==> config.mk <==
export PLATFORM = sky130hd
export DESIGN_NAME = utf8_accent_stripper
export DESIGN_NICKNAME = d
export VERILOG_FILES = /design/src/design/uas_pkg.sv /design/src/design/uas_front.sv /design/src/design/uas_queue.sv /design/src/design/uas_back.sv /design/src/design/utf8_accent_stripper.sv
export SDC_FILE = /design/constraint.sdc
export NUM_CORES = 1
export LEC_CHECK = 0
export CAP_MARGIN = 20
export CELL_PAD_IN_SITES_DETAIL_PLACEMENT = 1
export CELL_PAD_IN_SITES_GLOBAL_PLACEMENT = 2
export CORE_MARGIN = 2
export CORE_UTILIZATION = 43
export DETAILED_ROUTE_END_ITERATION = 8
export DONT_BUFFER_PORTS = 1
export PLACE_DENSITY = 0.88
export SKIP_CTS_REPAIR_TIMING = 1
export SYNTH_ARGS = -nofsm -noshare
export SYNTH_HDL_FRONTEND = slang
export SYNTH_SLANG_ARGS = --single-unit
==> constraint.sdc <==
create_clock -name i_clk -period 4.25 [get_ports i_clk]
set_input_delay 0 -clock i_clk [delete_from_list [all_inputs] [get_ports i_clk]]
set_output_delay 0 -clock i_clk [all_outputs]
set_load 0.005 [all_outputs]
==> src/design/uas_pkg.sv <==
// Package for the UTF-8 accent stripper: transaction types, queue entry type and the transliteration table.
`timescale 1ns / 1ps
package uas_pkg;

    localparam int QUEUE_DEPTH = 4;
    localparam int QUEUE_AW    = 2;

    typedef struct packed {
        logic [7:0] in_byte;
        logic       string_end;
    } t_in_item;

    typedef struct packed {
        logic [6:0] ascii_char;
        logic       run_last;
    } t_out_item;

    typedef struct packed {
        logic       two_chars;
        logic [6:0] char0;
        logic [6:0] char1;
    } t_chars;

    function automatic t_chars translit(input logic [15:0] cp);
        t_chars r;
        logic   hit;
        r   = '0;
        hit = 1'b1;
        case (cp) inside
            [16'h00E0:16'h00E5]: r.char0 = 7'h61;
            [16'h00C0:16'h00C5]: r.char0 = 7'h41;
            [16'h00E8:16'h00EB]: r.char0 = 7'h65;
            [16'h00C8:16'h00CB]: r.char0 = 7'h45;
            [16'h00EC:16'h00EF]: r.char0 = 7'h69;
            [16'h00CC:16'h00CF]: r.char0 = 7'h49;
            [16'h00F2:16'h00F6]: r.char0 = 7'h6F;
            [16'h00D2:16'h00D6]: r.char0 = 7'h4F;
            [16'h00F9:16'h00FC]: r.char0 = 7'h75;
            [16'h00D9:16'h00DC]: r.char0 = 7'h55;
            16'h00E7:            r.char0 = 7'h63;
            16'h00C7:            r.char0 = 7'h43;
            16'h00F1:            r.char0 = 7'h6E;
            16'h00D1:            r.char0 = 7'h4E;
            16'h00FD, 16'h00FF:  r.char0 = 7'h79;
            16'h00DD:            r.char0 = 7'h59;
            [16'h2010:16'h2015]: r.char0 = 7'h2D;
            16'h0153: begin
                r.char0     = 7'h6F;
                r.char1     = 7'h65;
                r.two_chars = 1'b1;
            end
            16'h0152: begin
                r.char0     = 7'h4F;
                r.char1     = 7'h45;
                r.two_chars = 1'b1;
            end
            16'h00E6: begin
                r.char0     = 7'h61;
                r.char1     = 7'h65;
                r.two_chars = 1'b1;
            end
            16'h00C6: begin
                r.char0     = 7'h41;
                r.char1     = 7'h45;
                r.two_chars = 1'b1;
            end
            [16'h0000:16'h007F]: r.char0 = cp[6:0];
            default:             hit = 1'b0;
        endcase
        translit = hit ? r : '0;
    endfunction

    function automatic logic translit_hit(input logic [15:0] cp);
        logic h;
        case (cp) inside
            [16'h00E0:16'h00E6], [16'h00C0:16'h00C7], [16'h00E7:16'h00EF],
            [16'h00C8:16'h00CF], [16'h00F1:16'h00F6], [16'h00D1:16'h00D6],
            [16'h00F9:16'h00FD], [16'h00D9:16'h00DD], 16'h00FF,
            [16'h2010:16'h2015], 16'h0152, 16'h0153,
            [16'h0000:16'h007F]: h = 1'b1;
            default:             h = 1'b0;
        endcase
        translit_hit = h;
    endfunction

endpackage

==> src/design/uas_front.sv <==
// Front part: accepts bytes, holds pending sequence bytes, decodes and transliterates code points.
`timescale 1ns / 1ps
module uas_front (
    input  logic              i_clk,
    input  logic              i_rst_n,
    input  logic              i_in_valid,
    input  uas_pkg::t_in_item i_in_data,
    input  logic              i_queue_full,
    output logic              o_push,
    output uas_pkg::t_chars   o_push_data
);

    localparam logic [1:0] CNT_NONE = 2'd0;
    localparam logic [1:0] CNT_LEAD = 2'd1;
    localparam logic [1:0] CNT_BOTH = 2'd2;

    logic [7:0]  r_lead, n_lead;
    logic [7:0]  r_second, n_second;
    logic [1:0]  r_cnt, n_cnt;
    logic        accept;
    logic        cp_vld;
    logic [15:0] cp;
    logic [7:0]  b;
    logic        last;
    logic        b_cont;
    logic        b_lead;

    assign accept = i_in_valid && !i_queue_full;
    assign b      = i_in_data.in_byte;
    assign last   = i_in_data.string_end;
    assign b_cont = (b[7:6] == 2'b10);
    assign b_lead = (b[7:5] == 3'b110) || (b[7:4] == 4'b1110);

    always_comb begin
        cp_vld   = 1'b0;
        cp       = '0;
        n_cnt    = CNT_NONE;
        n_lead   = '0;
        n_second = '0;
        if ((r_cnt == CNT_LEAD) && b_cont) begin
            if (r_lead[7:5] == 3'b110) begin
                cp_vld = 1'b1;
                cp     = {5'd0, r_lead[4:0], b[5:0]};
            end else if (!last) begin
                n_cnt    = CNT_BOTH;
                n_lead   = r_lead;
                n_second = b;
            end
        end else if ((r_cnt != CNT_NONE) && (r_cnt != CNT_LEAD) && b_cont) begin
            cp_vld = 1'b1;
            cp     = {r_lead[3:0], r_second[5:0], b[5:0]};
        end else begin
            if (!b[7]) begin
                cp_vld = 1'b1;
                cp     = {8'd0, b};
            end else if (b_lead && !last) begin
                n_cnt  = CNT_LEAD;
                n_lead = b;
            end
        end
    end

    assign o_push      = accept && cp_vld && uas_pkg::translit_hit(cp);
    assign o_push_data = uas_pkg::translit(cp);

    always_ff @(posedge i_clk) begin
        if (!i_rst_n) begin
            r_cnt    <= CNT_NONE;
            r_lead   <= '0;
            r_second <= '0;
        end else if (accept) begin
            r_cnt    <= n_cnt;
            r_lead   <= n_lead;
            r_second <= n_second;
        end
    end

endmodule

==> src/design/uas_queue.sv <==
// Short queue of transliterated entries between the front and back parts.
`timescale 1ns / 1ps
module uas_queue (
    input  logic            i_clk,
    input  logic            i_rst_n,
    input  logic            i_push,
    input  uas_pkg::t_chars i_push_data,
    input  logic            i_pop,
    output logic            o_full,
    output logic            o_empty,
    output uas_pkg::t_chars o_head
);

    uas_pkg::t_chars r_mem [uas_pkg::QUEUE_DEPTH];
    logic [uas_pkg::QUEUE_AW-1:0] r_wr_ptr;
    logic [uas_pkg::QUEUE_AW-1:0] r_rd_ptr;
    logic [uas_pkg::QUEUE_AW:0]   r_count;
    logic                         do_push;
    logic                         do_pop;

    assign o_full  = (r_count == (uas_pkg::QUEUE_AW+1)'(uas_pkg::QUEUE_DEPTH));
    assign o_empty = (r_count == '0);
    assign do_push = i_push && !o_full;
    assign do_pop  = i_pop && !o_empty;
    assign o_head  = r_mem[r_rd_ptr];

    always_ff @(posedge i_clk) begin
        if (do_push) begin
            r_mem[r_wr_ptr] <= i_push_data;
        end
    end

    always_ff @(posedge i_clk) begin
        if (!i_rst_n) begin
            r_wr_ptr <= '0;
            r_rd_ptr <= '0;
            r_count  <= '0;
        end else begin
            if (do_push) begin
                r_wr_ptr <= r_wr_ptr + 1'b1;
            end
            if (do_pop) begin
                r_rd_ptr <= r_rd_ptr + 1'b1;
            end
            case ({do_push, do_pop})
                2'b10:   r_count <= r_count + 1'b1;
                2'b01:   r_count <= r_count - 1'b1;
                default: r_count <= r_count;
            endcase
        end
    end

endmodule

==> src/design/uas_back.sv <==
// Back part: emits the one or two characters of each queued entry through an output register.
`timescale 1ns / 1ps
module uas_back (
    input  logic               i_clk,
    input  logic               i_rst_n,
    input  logic               i_queue_empty,
    input  uas_pkg::t_chars    i_head,
    output logic               o_pop,
    output logic               o_out_valid,
    input  logic               i_out_stall,
    output uas_pkg::t_out_item o_out_data
);

    logic               r_out_valid;
    uas_pkg::t_out_item r_out_data;
    logic               r_second_pend;
    logic [6:0]         r_second_char;
    logic               load;

    assign load        = !r_out_valid || !i_out_stall;
    assign o_pop       = load && !r_second_pend && !i_queue_empty;
    assign o_out_valid = r_out_valid;
    assign o_out_data  = r_out_data;

    always_ff @(posedge i_clk) begin
        if (!i_rst_n) begin
            r_out_valid   <= 1'b0;
            r_second_pend <= 1'b0;
        end else if (load) begin
            if (r_second_pend) begin
                r_out_valid   <= 1'b1;
                r_second_pend <= 1'b0;
            end else begin
                r_out_valid   <= !i_queue_empty;
                r_second_pend <= !i_queue_empty && i_head.two_chars;
            end
        end
    end

    always_ff @(posedge i_clk) begin
        if (load) begin
            if (r_second_pend) begin
                r_out_data.ascii_char <= r_second_char;
                r_out_data.run_last   <= 1'b1;
            end else begin
                r_out_data.ascii_char <= i_head.char0;
                r_out_data.run_last   <= !i_head.two_chars;
                r_second_char         <= i_head.char1;
            end
        end
    end

endmodule

==> src/design/utf8_accent_stripper.sv <==
// Top level of the UTF-8 accent stripper.
// One byte transaction is taken per cycle while the four-entry queue between the decoding front
// and the emitting back has room; a character passes through the queue and the output register
// after its last byte is taken. Each output cycle delivers one character, so a ligature leaves as
// two characters in turn, and the queue depth sets how long input keeps flowing while the output side stalls.
`timescale 1ns / 1ps
module utf8_accent_stripper (
    input  logic               i_clk,
    input  logic               i_rst_n,
    input  logic               i_in_valid,
    output logic               o_in_stall,
    input  uas_pkg::t_in_item  i_in_data,
    output logic               o_out_valid,
    input  logic               i_out_stall,
    output uas_pkg::t_out_item o_out_data
);

    logic            push;
    uas_pkg::t_chars push_data;
    logic            pop;
    logic            full;
    logic            empty;
    uas_pkg::t_chars head;

    assign o_in_stall = full;

    uas_front u_front (
        .i_clk        (i_clk),
        .i_rst_n      (i_rst_n),
        .i_in_valid   (i_in_valid),
        .i_in_data    (i_in_data),
        .i_queue_full (full),
        .o_push       (push),
        .o_push_data  (push_data)
    );

    uas_queue u_queue (
        .i_clk       (i_clk),
        .i_rst_n     (i_rst_n),
        .i_push      (push),
        .i_push_data (push_data),
        .i_pop       (pop),
        .o_full      (full),
        .o_empty     (empty),
        .o_head      (head)
    );

    uas_back u_back (
        .i_clk         (i_clk),
        .i_rst_n       (i_rst_n),
        .i_queue_empty (empty),
        .i_head        (head),
        .o_pop         (pop),
        .o_out_valid   (o_out_valid),
        .i_out_stall   (i_out_stall),
        .o_out_data    (o_out_data)
    );

endmodule

==> qor.txt <==
status: finished, violations left
failing checks: hold timing
total negative slack: 0 ns
I/O pin cnt: 23
critical path cell sequence: nand4bb_1, o32a_1, nand3_1, or3_1, a2111oi_4, a41o_2, o311a_4, inv_1, ha_1, inv_1, fa_1, xor2_1, or3_1, a21boi_0
CTS buffer count: 9
starting DRC count in detailed routing: 125
Sequential Power Share: 0.523
die area: 9550 sq um
synthesized area: 3780 sq um
crit path kind: reg2reg
Static Leak: 1.48 nW
final slew viol count: 0
CP arrival: 3.88 ns
sw frac: 0.286
syn nets: 347
core area: 8640 sq um
Die H: 97.7 um
post-route DRC violation count: 0
Max Cap Viol: 0
Total Wirelength: 9.65 mm
Min Clock Period, post-route: 3.61 ns
Detailed Routing Iterations Pass 1: 4
synth top area cells: edfxtp_1 (37%), dfxtp_1 (14%), mux4_2 (5.4%), nor2b_1 (3.1%), nand2_1 (2.9%)
vias in the first global route: 2,789
HPWL after DPL: 6.84 mm
worst relative slew slack: 0.398
Yosys top cell area share: 0.366
CTS clk-pin slew, worst paths: 0.08 ns
worst slew pin tran: 0.897 ns
CTS H-tree lvls: 3
top_reg_cell synth: edfxtp_1
post-synthesis sequential area ratio: 0.509
VDD IR max: 0.000168 V
final setup vio count: 0
Worst R2R Setup Slack: 0.64 ns
routed len/inst: 21.7 um
global route overflow: 0
min-delay src: i_in_data[8]
initial antenna violation count: 0
FFs w/ async S/R, synth: 0
first-pass GRT wire length: 15.2 mm
nature of the critical path endpoint: flip-flop
Core Rows: 34
Clock Tree Root: clkbuf_8
Peak Freq: 277 MHz
end of the worst hold path: u_front.r_cnt[0]
Syn Area/Cell: 11.5 sq um
Final period util: 0.849
post-route ant nets: 0
FF-to-FF End: u_queue.r_count[2]
clock latency at the later pin of the worst-skew pair: 0.34 ns
Final #Nets: 350
largest net degree at the start of global routing: 22
clock power share: 0.297
top cell type by total area after synthesis: edfxtp_1
CTS tree: built
CP startpoint kind: flip-flop
combinational power share: 0.180
sw power: 524 uW
Min Hold Slack: -0.0156 ns
Pwr Density: 446 nW/um^2
antenna cells: 0
CP max FO: 11
launch point of the worst reg-to-reg path: u_front.r_cnt[1]
top-count cell post-synth: edfxtp_1
PortBufs: 0
Synthesis Warnings: 0
RSZ-0062 raised after global routing: no
post-synthesis cell type count: 73
All-Layer GR Usage: 0.204
R2R depth: 14
slowest cell on the critical path: dfxtp_1
share of layout cells above drive strength 1: 0.137
Largest stage delay, worst path: 0.44 ns
EDFF count, synth: 46
Initial Util: 0.437
Max Clock Skew: 0.00984 ns
Pint: 1.31 mW
final hold viol count: 1
clk sink count: 73
routed vias/inst: 5.99
Post-synth top cells: edfxtp_1 (46), nand2_1 (29), dfxtp_1 (27)
Hold WC Path Type: in2reg
hold depth: 4
Mapped Cells: 328
vias: 2,659
register bit total from synthesis: 73
fill count: 932
Syn-to-layout area delta: 9.08%
WP data required: 4.52 ns
die span in x: 97.7 um
Core Util, Final: 0.477
routability cong.: 0.913
Max Buffers Root-to-Sink: 2
==> metal layers <==
metal,global-route usage,vias to the layer above,routed length [um]
li1,-,1238,-
met2,0.367,60,5050
met5,0,-,0
met4,0.0791,0,202
met3,0.0374,16,301
met1,0.243,1345,4100
==> power groups by stage <==
| stage | Clock (mW) | Sequential [mW] | Combinational [mW] |
|---|---|---|---|
| after global placement | 0 | 0.972 | 0.298 |
| after floorplan | 0 | 0.927 | 0.297 |
| after CTS | 0.557 | 0.966 | 0.319 |
| after detailed placement | 0 | 0.982 | 0.317 |
| after global routing | 0.580 | 0.980 | 0.363 |
| final | 0.545 | 0.960 | 0.329 |
==> registers in the layout, indices dropped and copies added, names as in the netlist, 2 cells and up, named ones only <==
name and count:
u_queue.r_mem 36, u_back.o_out_data 8, u_front.r_lead 8, u_front.r_second 6, u_queue.r_count 3, u_back.r_second_char 2, u_front.r_cnt 2, u_queue.r_rd_ptr 2
u_queue.r_wr_ptr 2
==> cells in the final DEF (no fill, tap or decap), types with 3 or more instances in the layout <==
cell and instances:
o21a_1 4, nand3_1 8, edfxtp_1 46, nor4_1 3, mux2i_1 4, dlygate4sd3_1 9
or2_2 3, mux4_2 9, o21ai_0 15, dfxtp_1 27, and2_1 9, ha_1 5
nor3b_1 4, xnor2_1 4, nor2_1 15, a21o_1 5, clkbuf_8 9, inv_1 12
nor2b_1 19, nand2b_1 5, nor3_1 11, a22o_1 8, a22oi_1 6, nand2_1 29
a21oi_1 7
==> worst max-delay path, delay by kind of cell, from the launching register on <==
kind,cells,cell delay (ns)
buffers and inverters,2,0.13
AND/OR/NAND/NOR,4,0.97
AO/OA/AOI/OAI,5,1.30
flip-flops,1,0.44
XOR/XNOR,1,0.16
adder cells (fa/ha/maj),2,0.54
==> worst max-delay path by stage <==
stage,slack (ns),depth (start not counted),start,endpoint
finish,0.64,14,u_front.r_cnt[1],u_queue.r_count[2]
global placement,0.78,14,u_front.r_cnt[0],u_queue.r_count[2]
floorplan,1.02,15,u_front.r_cnt[1],u_queue.r_count[2]
global route,0.38,14,u_front.r_cnt[1],u_queue.r_count[2]
CTS,0.62,14,u_front.r_cnt[1],u_queue.r_count[2]
detailed placement,0.65,14,u_front.r_cnt[1],u_queue.r_count[2]
==> cell type report <==
type / count / area (sq um) / area share
flip-flops and latches: 73 / 1920 / 0.467
multi-input cells: 226 / 1730 / 0.420
well taps: 108 / 135 / 0.0328
clock buffers: 10 / 128 / 0.0310
repair buffers: 9 / 90.1 / 0.0219
clock inverters: 6 / 67.6 / 0.0164
inverters: 12 / 45.0 / 0.0109
==> through the flow <==
| stage | cells | hold WS (ns) | power [mW] | instance area (sq um) | worst slack, ns |
|---|---|---|---|---|---|
| 2_1_floorplan | 328 | 0.200 | 1.22 | 3780 | 1.02 |
| 3_3_place_gp | 419 | 0.124 | 1.27 | 3830 | 0.780 |
| 3_5_place_dp | 419 | 0.128 | 1.30 | 3830 | 0.646 |
| 4_1_cts | 435 | -0.237 | 1.84 | 4030 | 0.622 |
| 5_1_grt | 444 | 0.0171 | 1.92 | 4120 | 0.384 |
| 6_report | 444 | -0.0156 | 1.84 | 4120 | 0.640 |
==> kinds of logic after synthesis <==
family | after synthesis | share of synthesized area
adders and majority gates | 6 | 0.0219
AOI/OAI and AO/OA | 72 | 0.159
and+or+nand+nor | 128 | 0.197
xor gates and xnor gates | 6 | 0.0139
muxes | 14 | 0.0673
DFF | 73 | 0.509
buffers and inverters | 29 | 0.0325
Note: power is estimated with default switching activity, not from simulation.
